## src/hdl/ptca_pkg.sv

```systemverilog
// ptca_pkg: shared types, codes and constants of the per-task cycle accounting block
// no dependencies; imported by per_task_cycle_accounting
package ptca_pkg;

   // default sizing, handed to the top level parameters
   localparam int TASK_SLOTS_DEF = 32;
   localparam int STAMP_BITS_DEF = 32;

   // fixed field widths
   localparam int FUNC_W   = 3;
   localparam int INDEX_W  = 6;
   localparam int TS_W     = 32;
   localparam int PERIOD_W = 33;
   localparam int TOTAL_W  = 64;
   localparam int STATUS_W = 2;
   localparam int NEST_W   = 8;

   localparam logic [INDEX_W-1:0]  NO_OWNER     = '1;
   localparam logic [NEST_W-1:0]   NEST_MAX     = '1;
   localparam logic [PERIOD_W-1:0] PERIOD_RESET = {1'b1, {(PERIOD_W-1){1'b0}}};

   typedef enum logic [FUNC_W-1:0] {
      FN_SWITCH    = 3'd0,
      FN_SYS_ENTER = 3'd1,
      FN_SYS_EXIT  = 3'd2,
      FN_START     = 3'd3,
      FN_STOP      = 3'd4,
      FN_READ      = 3'd5
   } func_type;

   typedef enum logic [STATUS_W-1:0] {
      ST_DONE      = 2'd0,
      ST_IGNORED   = 2'd1,
      ST_REFUSED   = 2'd2,
      ST_BAD_INDEX = 2'd3
   } status_type;

   typedef enum logic [1:0] {
      SQ_IDLE  = 2'd0,
      SQ_READ  = 2'd1,
      SQ_WRITE = 2'd2
   } seq_type;

endpackage

```

## src/hdl/ptca_ram.sv

```systemverilog
// ptca_ram: generic single-write, single-read synchronous ram with registered read
// no dependencies; used for the total and start-stamp tables
module ptca_ram #(
   parameter int WIDTH  = 64,
   parameter int DEPTH  = 33,
   parameter int ADDR_W = $clog2(DEPTH)
) (
   input  logic              clock,
   input  logic              we,
   input  logic [ADDR_W-1:0] waddr,
   input  logic [WIDTH-1:0]  wdata,
   input  logic              re,
   input  logic [ADDR_W-1:0] raddr,
   output logic [WIDTH-1:0]  rdata
);

   logic [WIDTH-1:0] mem_ff [DEPTH];
   logic [WIDTH-1:0] rdata_ff;

   // write port
   always_ff @(posedge clock) begin
      if (we) begin
         mem_ff[waddr] <= wdata;
      end
   end

   // registered read, holds when not enabled
   always_ff @(posedge clock) begin
      if (re) begin
         rdata_ff <= mem_ff[raddr];
      end
   end

   assign rdata = rdata_ff;

endmodule

```

## src/hdl/per_task_cycle_accounting.sv

```systemverilog
// per_task_cycle_accounting: top level, command sequencer around the total and stamp tables
// depends on ptca_pkg and ptca_ram
//
// Usage
//  - a command word (req_func, req_task_index, req_timestamp) is taken at a rising
//    edge with start high and busy low
//  - each command gives exactly one result word: rsp_status and rsp_read_value are
//    shown for one cycle with rsp_valid high, as the sequencer returns to idle;
//    the receiver cannot stall, so the word must be taken then
//  - an item is handled in steps: the old owner's stamp and total are read from the
//    tables at the accept edge, the elapsed time is formed in the read state, and it
//    is added and written back in the write state; busy is high in the read and write
//    states, so a new word is taken only back in idle, in the same cycle a result is shown
//  - the tables are touched by one read-modify-write per item, so no forwarding is
//    needed
//  - csr_stamp_period sets the timestamp wrap modulus; write it only while idle
//  - reset is synchronous: the window is closed, no owner, nesting zero, all totals
//    read as zero (valid bits, no clearing pass) and the period returns to 2^32
module per_task_cycle_accounting #(
   parameter int TASK_SLOTS = ptca_pkg::TASK_SLOTS_DEF,
   parameter int STAMP_BITS = ptca_pkg::STAMP_BITS_DEF
) (
   input  logic                           clock,
   input  logic                           reset,
   input  logic                           start,
   output logic                           busy,
   input  logic [ptca_pkg::FUNC_W-1:0]    req_func,
   input  logic [ptca_pkg::INDEX_W-1:0]   req_task_index,
   input  logic [ptca_pkg::TS_W-1:0]      req_timestamp,
   output logic                           rsp_valid,
   output logic [ptca_pkg::STATUS_W-1:0]  rsp_status,
   output logic [ptca_pkg::TOTAL_W-1:0]   rsp_read_value,
   input  logic                           csr_valid,
   output logic                           csr_ready,
   input  logic [ptca_pkg::PERIOD_W-1:0]  csr_stamp_period
);
   import ptca_pkg::*;

   localparam int ENTRIES = TASK_SLOTS + 1;
   localparam int AW      = $clog2(ENTRIES);
   localparam int STAMP_W = (STAMP_BITS < TS_W) ? STAMP_BITS : TS_W;
   localparam int EW      = PERIOD_W + 2;
   localparam logic [INDEX_W-1:0] SYS_IDX = INDEX_W'(TASK_SLOTS);

   // sequencer and configuration
   seq_type                 state_ff, state_in;
   logic [PERIOD_W-1:0]     period_ff;

   // latched command word
   func_type                func_ff;
   logic [INDEX_W-1:0]      idx_ff;
   logic [STAMP_W-1:0]      ts_ff;

   // accounting state
   logic                    counting_ff, done_ff;
   logic [NEST_W-1:0]       nest_ff;
   logic [INDEX_W-1:0]      owner_ff;
   logic [ENTRIES-1:0]      started_ff;
   logic [ENTRIES-1:0]      valid_ff;

   // decisions taken in the read cycle
   status_type              status_ff, status_in;
   logic                    take_ff, take_in;
   logic                    charge_ff, charge_in;
   logic                    read_ok_ff, read_ok_in;
   logic [AW-1:0]           target_ff, target_in;
   logic [NEST_W-1:0]       nest_next_ff, nest_next_in;
   logic [EW-1:0]           elapsed_ff, elapsed_in;

   // result word
   logic                    rsp_valid_ff;
   logic [STATUS_W-1:0]     rsp_status_ff;
   logic [TOTAL_W-1:0]      rsp_value_ff;

   // table ports
   logic                    accept;
   logic [AW-1:0]           owner_addr, idx_addr, total_raddr;
   logic [TOTAL_W-1:0]      total_q, total_cur, total_sum;
   logic [STAMP_W-1:0]      stamp_q;
   logic                    total_we, stamp_we;
   logic                    take_raw;
   logic [INDEX_W-1:0]      target_raw;
   logic [NEST_W-1:0]       nest_dec;

   assign accept     = start && !busy;
   assign busy       = (state_ff != SQ_IDLE);
   assign csr_ready  = 1'b1;
   assign owner_addr = (owner_ff != NO_OWNER) ? owner_ff[AW-1:0] : '0;
   assign idx_addr   = idx_ff[AW-1:0];

   // total table address: read target on reads, current owner otherwise
   always_comb begin
      total_raddr = owner_addr;
      if ((func_type'(req_func) == FN_READ) && (req_task_index <= SYS_IDX)) begin
         total_raddr = req_task_index[AW-1:0];
      end
   end

   ptca_ram #(.WIDTH(TOTAL_W), .DEPTH(ENTRIES)) u_total_ram (
      .clock (clock),
      .we    (total_we),
      .waddr (owner_addr),
      .wdata (total_sum),
      .re    (accept),
      .raddr (total_raddr),
      .rdata (total_q)
   );

   ptca_ram #(.WIDTH(STAMP_W), .DEPTH(ENTRIES)) u_stamp_ram (
      .clock (clock),
      .we    (stamp_we),
      .waddr (target_ff),
      .wdata (ts_ff),
      .re    (accept),
      .raddr (owner_addr),
      .rdata (stamp_q)
   );

   // add of the elapsed time onto the owner's total
   assign total_cur = valid_ff[owner_addr] ? total_q : '0;
   assign total_sum = total_cur + {{(TOTAL_W-EW){elapsed_ff[EW-1]}}, elapsed_ff};
   assign total_we  = (state_ff == SQ_WRITE) && charge_ff;
   assign stamp_we  = (state_ff == SQ_WRITE) && take_ff;

   // next state and read-cycle decisions
   always_comb begin
      state_in     = state_ff;
      status_in    = ST_DONE;
      take_raw     = 1'b0;
      target_raw   = idx_ff;
      read_ok_in   = 1'b0;
      nest_next_in = nest_ff;
      nest_dec     = nest_ff - NEST_W'(nest_ff != '0);
      unique case (state_ff)
         SQ_IDLE:  if (accept) state_in = SQ_READ;
         SQ_READ:  state_in = SQ_WRITE;
         SQ_WRITE: state_in = SQ_IDLE;
         default:  state_in = SQ_IDLE;
      endcase
      unique case (func_ff)
         FN_SWITCH: begin
            if (!counting_ff) status_in = ST_IGNORED;
            else if (idx_ff >= SYS_IDX) status_in = ST_BAD_INDEX;
            else take_raw = 1'b1;
         end
         FN_SYS_ENTER: begin
            if (!counting_ff) begin
               status_in = ST_IGNORED;
            end else begin
               if (nest_ff != NEST_MAX) nest_next_in = nest_ff + 1'b1;
               take_raw   = 1'b1;
               target_raw = SYS_IDX;
            end
         end
         FN_SYS_EXIT: begin
            if (!counting_ff) begin
               status_in = ST_IGNORED;
            end else begin
               nest_next_in = nest_dec;
               if (nest_dec == '0) begin
                  if (idx_ff >= SYS_IDX) status_in = ST_BAD_INDEX;
                  else take_raw = 1'b1;
               end
            end
         end
         FN_START: begin
            nest_next_in = '0;
         end
         FN_READ: begin
            if (counting_ff || !done_ff) status_in = ST_REFUSED;
            else if (idx_ff > SYS_IDX) status_in = ST_BAD_INDEX;
            else read_ok_in = 1'b1;
         end
         default: ;
      endcase
      take_in   = take_raw && (target_raw != owner_ff);
      target_in = target_raw[AW-1:0];
      charge_in = take_in && (owner_ff != NO_OWNER) && started_ff[owner_addr];
   end

   // elapsed time since the owner's stamp, with wrap at the period
   always_comb begin
      elapsed_in = EW'(ts_ff) - EW'(stamp_q);
      if (ts_ff < stamp_q) begin
         elapsed_in = elapsed_in + EW'(period_ff);
      end
   end

   // sequencer and configuration register
   always_ff @(posedge clock) begin
      if (reset) begin
         state_ff  <= SQ_IDLE;
         period_ff <= PERIOD_RESET;
      end else begin
         state_ff <= state_in;
         if (csr_valid && csr_ready) period_ff <= csr_stamp_period;
      end
   end

   // command latch and read-cycle pipeline registers
   always_ff @(posedge clock) begin
      if (accept) begin
         func_ff <= func_type'(req_func);
         idx_ff  <= req_task_index;
         ts_ff   <= req_timestamp[STAMP_W-1:0];
      end
      if (state_ff == SQ_READ) begin
         status_ff    <= status_in;
         take_ff      <= take_in;
         charge_ff    <= charge_in;
         read_ok_ff   <= read_ok_in;
         target_ff    <= target_in;
         nest_next_ff <= nest_next_in;
         elapsed_ff   <= elapsed_in;
      end
   end

   // accounting state update in the write cycle
   always_ff @(posedge clock) begin
      if (reset) begin
         counting_ff <= 1'b0;
         done_ff     <= 1'b0;
         nest_ff     <= '0;
         owner_ff    <= NO_OWNER;
         started_ff  <= '0;
         valid_ff    <= '0;
      end else if (state_ff == SQ_WRITE) begin
         nest_ff <= nest_next_ff;
         if (charge_ff) valid_ff[owner_addr] <= 1'b1;
         if (take_ff) begin
            started_ff[target_ff] <= 1'b1;
            owner_ff              <= INDEX_W'(target_ff);
         end
         if (func_ff == FN_START) begin
            counting_ff <= 1'b1;
            done_ff     <= 1'b0;
            owner_ff    <= NO_OWNER;
            started_ff  <= '0;
            valid_ff    <= '0;
         end else if (func_ff == FN_STOP) begin
            counting_ff <= 1'b0;
            done_ff     <= 1'b1;
         end
      end
   end

   // result word, one cycle strobe
   always_ff @(posedge clock) begin
      if (reset) begin
         rsp_valid_ff <= 1'b0;
      end else begin
         rsp_valid_ff <= (state_ff == SQ_WRITE);
      end
      if (state_ff == SQ_WRITE) begin
         rsp_status_ff <= status_ff;
         rsp_value_ff  <= (read_ok_ff && valid_ff[idx_addr]) ? total_q : '0;
      end
   end

   assign rsp_valid      = rsp_valid_ff;
   assign rsp_status     = rsp_status_ff;
   assign rsp_read_value = rsp_value_ff;

   // every accepted word gives its result word
   assert property (@(posedge clock) disable iff (reset)
      accept |-> ##3 rsp_valid)
      else $error("result word missing after accept");

   // a result only follows the write cycle
   assert property (@(posedge clock) disable iff (reset)
      rsp_valid |-> $past(state_ff == SQ_WRITE))
      else $error("result word without write cycle");

   // window cannot be open and closed at once
   assert property (@(posedge clock) disable iff (reset)
      !(counting_ff && done_ff))
      else $error("counting window both open and done");

   // a current owner always carries a start stamp
   assert property (@(posedge clock) disable iff (reset)
      (owner_ff != NO_OWNER) |-> started_ff[owner_ff[AW-1:0]])
      else $error("owner without start stamp");

   // charging only happens against a real owner
   assert property (@(posedge clock) disable iff (reset)
      total_we |-> (owner_ff != NO_OWNER))
      else $error("total written with no owner");

endmodule
```

## config.mk

```make
export PLATFORM = sky130hd
export DESIGN_NAME = per_task_cycle_accounting
export DESIGN_NICKNAME = d
export VERILOG_FILES = /design/src/hdl/ptca_pkg.sv /design/src/hdl/ptca_ram.sv /design/src/hdl/per_task_cycle_accounting.sv
export SDC_FILE = /design/constraint.sdc
export NUM_CORES = 2
export LEC_CHECK = 0
export ABC_AREA = 1
export BUFFER_PORTS_ARGS = -buffer_cell sky130_fd_sc_hd__buf_2
export CAP_MARGIN = 20
export CORE_UTILIZATION = 45
export DETAILED_ROUTE_END_ITERATION = 10
export PLACE_DENSITY = 0.64
export SKIP_CTS_REPAIR_TIMING = 1
export SLEW_MARGIN = 5
export SYNTH_ARGS = -nofsm -noshare
export SYNTH_HDL_FRONTEND = slang
export SYNTH_HIERARCHICAL = 1
export SYNTH_SLANG_ARGS = --single-unit
```

## constraint.sdc

```tcl
create_clock -name clock -period 7.9 [get_ports clock]
set_clock_uncertainty 0.15 [all_clocks]
set_input_delay 1.58 -clock clock [delete_from_list [all_inputs] [get_ports clock]]
set_output_delay 1.58 -clock clock [all_outputs]
set_load 0.005 [all_outputs]
```

# Word-level counts from Yosys, hierarchy flattened

Memories as Yosys holds them, arrays and structs flattened. A register that Yosys moved wholly into a read port is not among the register bits.
Cells that the tools add are included.

Register bits after elaboration: 279
Memory bits (writable): 3168
Input port bits: 78
Word-level logic and storage cells: 128
Memories: 2

Memories:

| name               | words | width | read ports | clocked after memory_dff | wr ports | RTL line       | text |
|---|---|---|---|---|---|---|---|
| u_total_ram.mem_ff | 33    | 64    | 1          | 1                        | 1        | ptca_ram.sv:17 | `logic [WIDTH-1:0] mem_ff [DEPTH];` |
| u_stamp_ram.mem_ff | 33    | 32    | 1          | 1                        | 1        | ptca_ram.sv:17 |  |

Add/subtract/negate cells: 5
$lt $le $gt $ge: 9
Eq/ne operators: 12
Muxes and demuxes: 51
Bitwise logic cells: 3
Reduce and logical (&&, ||, !) cells: 25

Operators with widths:

| operator                                                              | count |
|---|---|
| 33-bit two-way mux                                                    | 4 |
| 33-bit OR                                                             | 2 |
| 64-bit adder                                                          | 1 |
| 64-bit two-way mux                                                    | 1 |
| 6-bit two-way mux                                                     | 6 |
| 33-bit by 34-bit adder with 35-bit output                             | 1 |
| 35-bit two-way mux                                                    | 1 |
| 32-bit by 32-bit subtractor with 33-bit output                        | 1 |
| 32-bit < comparator                                                   | 1 |
| 8-bit two-way mux                                                     | 3 |
| 8-bit case mux with 3 select lines                                    | 1 |
| 6-bit by 7-bit < comparator with 1-bit output, second input constant  | 3 |
| 1-bit two-way mux                                                     | 20 |
| 1-bit binary-select mux with 6-bit select                             | 3 |
| 2-bit two-way mux                                                     | 7 |
| 1-bit demux with 6-bit select                                         | 2 |
| 6-bit by 1-bit >= comparator with 1-bit output, second input constant | 2 |
| 1-bit logical AND                                                     | 10 |
| 3-bit equality test, second input constant                            | 3 |
| 8-bit by 1-bit adder with 8-bit output, second input constant         | 1 |
| 8-bit logical NOT                                                     | 1 |
| 8-bit inequality test, second input constant                          | 1 |
| 2-bit case mux with 4 select lines                                    | 1 |
| 2-bit nonzero test                                                    | 4 |
| other kinds (21)                                                      | 25 |

# Logic depth before layout (Yosys ltp)

Depth after elaboration: 9
Depth in mapped cells: 31

# Cells and area by module

Netlist, hierarchy kept.

By module, submodules not included:

| module                    | instances | cells each | area each (µm²) | sequential area each (µm²) |
|---|---|---|---|---|
| ptca_ram at u_total_ram   | 1         | 6919       | 86192.7         | 65342.7 |
| ptca_ram at u_stamp_ram   | 1         | 3581       | 43695.7         | 32671.3 |
| per_task_cycle_accounting | 1         | 2765       | 20268.2         | 7196.9 |

# Least setup slack after synthesis

Ideal clock, no wire load.

Path type: in2reg
Start: input port start
End: register func_ff[0] (enable)
Setup time: 0.635 ns
Arrival time: 7.278 ns
Path slack: -0.163 ns
Stages: 2
Cell sequence: inv_1 -> nor2_1

Longest elaborated chain between the ends: 1

Ends and longest elaborated chain:

| item                 | RTL line                         | text |
|---|---|---|
| from (decl)          | per_task_cycle_accounting.sv:25  | `input logic start,` |
| 1-bit logical AND    | per_task_cycle_accounting.sv:85  | `assign accept = start && !busy;` |
| net accept           | per_task_cycle_accounting.sv:76  | `logic accept;` |
| to (signal assigned) | per_task_cycle_accounting.sv:203 | `func_ff <= func_type'(req_func);` |
| to (decl)            | per_task_cycle_accounting.sv:50  | `func_type func_ff;` |

The timed path passes the listed nets, and every way through them passes these cells.
A chain may end at the register's enable or synchronous reset.

# Worst setup path after layout

Start: register owner_ff[2]
End: memory u_total_ram.mem_ff[32][63] (data pin)

Longest elaborated chain between the ends: 6

Ends and longest elaborated chain:

| item                                          | RTL line                         | text |
|---|---|---|
| from (decl)                                   | per_task_cycle_accounting.sv:57  | `logic [INDEX_W-1:0] owner_ff;` |
| from (signal assigned)                        | per_task_cycle_accounting.sv:232 | `owner_ff <= INDEX_W'(target_ff);` |
| 6-bit inequality test                         | per_task_cycle_accounting.sv:88  | `assign owner_addr = (owner_ff != NO_OWNER) ? owner_ff[AW-1:0] : '0;` |
| 6-bit two-way mux (*)                         | per_task_cycle_accounting.sv:88  |  |
| 1-bit binary-select mux with 6-bit select (*) | per_task_cycle_accounting.sv:120 | `assign total_cur = valid_ff[owner_addr] ? total_q : '0;` |
| 1-bit two-way mux (implied by the code) (*)   | per_task_cycle_accounting.sv:120 |  |
| 64-bit two-way mux (*)                        | per_task_cycle_accounting.sv:120 |  |
| 64-bit adder (*)                              | per_task_cycle_accounting.sv:121 | `assign total_sum = total_cur + {{(TOTAL_W-EW){elapsed_ff[EW-1]}}, elapsed_ff};` |
| net total_sum[63]                             | per_task_cycle_accounting.sv:78  | `logic [TOTAL_W-1:0] total_q, total_cur, total_sum;` |
| to (decl)                                     | ptca_ram.sv:17                   |  |

The timed path passes the listed nets; every way through them passes the cells marked *. The select of a mux whose other input is x is not followed.

==> impl_metrics.env <==
export IMPL_timing_worst_setup_path_type="register to register"
export IMPL_power_switching_mw=15.8
export IMPL_gpl_final_weighted_congestion=0.940
export IMPL_mostFrequentLayoutCell="sky130_fd_sc_hd__nand2_1"
export IMPL_grt_max_degree=194
export IMPL_initial_utilization=0.454
export IMPL_worst_endpoint_required_time_ns=8.12
export IMPL_fin_crit_sh=0.850
export IMPL_drive_gt1_frac=0.0884
export IMPL_critical_path_startpoint_type="register"
export IMPL_power_share_combinational=0.218
export IMPL_first_pass_iters=6
export IMPL_drt_antenna_violating_nets=0
export IMPL_wire_per_inst_um=25.6
export IMPL_hpwl_dp_um=249000
export IMPL_clock_fmax_mhz=149
export IMPL_synth_seq_area_share=0.701
export IMPL_netSwitchingFraction=0.308
export IMPL_floorplan_rows=211
export IMPL_cts_inserted_buffers=359
export IMPL_clock_power_share=0.325
export IMPL_final_max_slew_violation_count=0
export IMPL_detail_route_wirelength_um=461000
export IMPL_edff_count_synth=3425
export IMPL_ys_warnings_count=6
export IMPL_tritoncts="done"
export IMPL_cts_reportedPaths_clkPinSlew_ns=0.06
export IMPL_gate_count_post_synth=13300
export IMPL_hold_path_class="register to register"
export IMPL_nNetsFinal=13600
export IMPL_leakage_nw=60.8
export IMPL_setup_tns_final_ns=0
export IMPL_depth_of_the_cts_h_tree=5
export IMPL_power_density_nw_per_um2=305
export IMPL_synth_seq_cells=3543
export IMPL_hold_violations=0
export IMPL_areaGrowthSynthToFinish_pct=11.8
export IMPL_timing_critical_path_arrival_ns=6.94
export IMPL_maxCapViolations=0
export IMPL_design_core_area_um2=331000
export IMPL_die_h_um=580
export IMPL_final_cell_mix="sky130_fd_sc_hd__nand2_1, sky130_fd_sc_hd__edfxtp_1, sky130_fd_sc_hd__nand3_1"
export IMPL_io_pins=147
export IMPL_ctsLongestPathBuffers=4
export IMPL_floorplan_die_width_um=580
export IMPL_floorplan_die_area_um2=336000
export IMPL_power_share_sequential=0.457
export IMPL_drcViolationCount=0
export IMPL_fillers=28700
export IMPL_yosysUniqueCellTypes=60
export IMPL_grt_setup_unrepaired="no"
export IMPL_synth_nets=13500
export IMPL_gr_total_overflow=0
export IMPL_synth_flop_cell="sky130_fd_sc_hd__edfxtp_1"
export IMPL_run_status="finished, final reports clean"
export IMPL_ys_async_sr_fraction=0
export IMPL_vias=104000
export IMPL_insertion_delay_ns=0.96
export IMPL_port_buffer_count=145
export IMPL_slew_headroom=0.200
export IMPL_min_period_ns=6.71
export IMPL_finalHoldWorstSlack_ns=0.282
export IMPL_peak_supply_drop_mv=0.212
export IMPL_power_report_internal_total_mw=35.5
export IMPL_finish_utilization=0.507
export IMPL_cp_endpoint_kind="register"
export IMPL_clockRootBuffer="sky130_fd_sc_hd__clkbuf_16"
export IMPL_syn_mean_instance_area_um2=11.3
export IMPL_drt_iter0_markers=12800
export IMPL_report_final_setup_viol=0
export IMPL_grt_pass1_vias=96400
export IMPL_detail_route_vias_per_cell=5.76
export IMPL_clock_sinks=3543
export IMPL_cp_max_fo=33
export IMPL_grt_antenna_before_repair=10
export IMPL_global_route_usage_total=0.267
export IMPL_first_pass_grt_wire_length_um=663000
export IMPL_worst_slew_pin_slew_ns=1.20
export IMPL_synth_cell_area_um2=150000
==> stage by stage <==
step / instance area (µm²) / std cells / total power [mW] / setup WS (ns)
2_1_floorplan: 150000 / 13300 / 30.6 / 1.42
3_3_place_gp: 156000 / 17300 / 34.6 / 1.37
3_5_place_dp: 156000 / 17300 / 34.7 / 1.38
4_1_cts: 168000 / 18000 / 51.2 / 1.36
5_1_grt: 168000 / 18000 / 53.0 / 0.935
6_report: 168000 / 18000 / 51.2 / 1.19
==> sequential cells by signal (all words and copies together) (netlist names), 2 cells and up <==
name and flops:
started_ff 33, idx_addr 6, elapsed_ff 35, func_ff 3, nest_ff 8, owner_ff 6
status_ff 2, period_ff 33, u_total_ram/mem_ff 2112, u_stamp_ram/rdata 32, valid_ff 33, rsp_read_value 64
rsp_status 2, ts_ff 32, u_total_ram/rdata 64, state_ff 2, u_stamp_ram/mem_ff 1056, nest_next_ff 8
target_ff 6
==> area by class of cell <==
type                    instances  area (µm²)  area share
well taps                    4366        5460      0.0325
multi-input cells            8570       40300       0.240
inverters                     419        1660     0.00990
clock inverters               207        1920      0.0114
diodes                          5        12.5   0.0000745
flip-flops and latches       3543      105000       0.627
clock buffers                 446        9470      0.0564
repair buffers                448        3820      0.0228
==> power groups by stage <==
stage / Clock [mW] / Sequential [mW] / Combinational [mW]
floorplan: 0 / 23.9 / 6.75
global placement: 0 / 23.8 / 10.8
detailed placement: 0 / 23.8 / 10.9
CTS: 16.8 / 23.4 / 11.0
global route: 17.5 / 23.4 / 12.1
finish: 16.6 / 23.4 / 11.2
==> synth_stat cells, types with 5 or more instances <==
library cell	count	area, µm²
sky130_fd_sc_hd__a211oi_1	7	52.6
sky130_fd_sc_hd__a21boi_0	8	60.1
sky130_fd_sc_hd__a21o_1	24	180
sky130_fd_sc_hd__a21oi_1	271	1360
sky130_fd_sc_hd__a31oi_1	33	206
sky130_fd_sc_hd__and3_1	5	31.3
sky130_fd_sc_hd__buf_1	61	229
sky130_fd_sc_hd__buf_2	423	2120
sky130_fd_sc_hd__buf_4	53	398
sky130_fd_sc_hd__buf_6	72	811
sky130_fd_sc_hd__buf_8	8	120
sky130_fd_sc_hd__clkbuf_1	116	435
sky130_fd_sc_hd__dfxtp_1	118	2360
sky130_fd_sc_hd__edfxtp_1	3425	103000
sky130_fd_sc_hd__ha_1	134	1680
sky130_fd_sc_hd__inv_1	395	1480
sky130_fd_sc_hd__inv_2	19	71.3
sky130_fd_sc_hd__nand2_1	4103	15400
sky130_fd_sc_hd__nand3_1	2936	14700
sky130_fd_sc_hd__nand4_1	22	138
sky130_fd_sc_hd__nor2_1	493	1850
sky130_fd_sc_hd__nor2_2	67	419
sky130_fd_sc_hd__nor3_1	31	155
sky130_fd_sc_hd__nor3_2	5	50.1
sky130_fd_sc_hd__nor4_1	10	62.6
sky130_fd_sc_hd__o211ai_1	14	105
sky130_fd_sc_hd__o21ai_0	182	911
sky130_fd_sc_hd__o21ai_1	14	70.1
sky130_fd_sc_hd__o21bai_1	11	82.6
sky130_fd_sc_hd__o221ai_1	10	87.6
sky130_fd_sc_hd__o22ai_1	10	62.6
sky130_fd_sc_hd__xnor2_1	42	368
sky130_fd_sc_hd__xor2_1	82	718
==> final timing paths <==
path                start                    endpoint  slack, ns  cells after the start
max           owner_ff[2]  u_total_ram/mem_ff[32][63]       1.19                     27
min          status_ff[0]               rsp_status[0]       0.28                      0
max reg2reg   owner_ff[2]  u_total_ram/mem_ff[32][63]       1.19                     27
min reg2reg  status_ff[0]               rsp_status[0]       0.28                      0
==> cells by family (layout without fill, tap and decap cells) <==
family          after synthesis  after routing  synth area share
fa+ha+maj                   137            137            0.0116
other cells                   1              6         0.0000250
buf+inv                    1152           1520            0.0379
flops                      3543           3543             0.701
compound gates              615            615            0.0229
simple gates               7693           7693             0.220
xor+xnor                    124            124           0.00723
==> metal layers <==
metal / share of wire / routed length, µm / up-vias / global-route usage
li1: - / - / 46700 / -
met1: 0.39 / 180000 / 50800 / 0.356
met2: 0.48 / 220000 / 5228 / 0.441
met3: 0.085 / 39200 / 974 / 0.0347
met4: 0.046 / 21300 / 0 / 0.110
met5: 0 / 0 / - / 0
==> worst max-delay path: stages, from the launching register on <==
cell and delay [ns]:
sky130_fd_sc_hd__dfxtp_1 0.65, sky130_fd_sc_hd__nand2_1 0.23, sky130_fd_sc_hd__nor2_1 0.17, sky130_fd_sc_hd__nand2_2 0.20, sky130_fd_sc_hd__o31ai_1 0.13, sky130_fd_sc_hd__buf_4 0.25, sky130_fd_sc_hd__nand2_1 0.06, sky130_fd_sc_hd__nand2_1 0.08
sky130_fd_sc_hd__inv_2 0.04, sky130_fd_sc_hd__nand2_1 0.05, sky130_fd_sc_hd__nand2_1 0.05, sky130_fd_sc_hd__nand2_1 0.08, sky130_fd_sc_hd__nor2_2 0.04, sky130_fd_sc_hd__nand2_1 0.09, sky130_fd_sc_hd__nand2_4 0.11, sky130_fd_sc_hd__inv_6 0.28
sky130_fd_sc_hd__buf_4 0.39, sky130_fd_sc_hd__nor2_2 0.06, sky130_fd_sc_hd__ha_1 0.37, sky130_fd_sc_hd__a21o_1 0.24, sky130_fd_sc_hd__a31oi_1 0.31, sky130_fd_sc_hd__o21ai_0 0.15, sky130_fd_sc_hd__a31oi_1 0.20, sky130_fd_sc_hd__nand3_1 0.28
sky130_fd_sc_hd__a21oi_1 0.62, sky130_fd_sc_hd__inv_1 0.12, sky130_fd_sc_hd__nand3_1 0.12, sky130_fd_sc_hd__nand2_1 0.59
(Power assumes the default switching activity.)
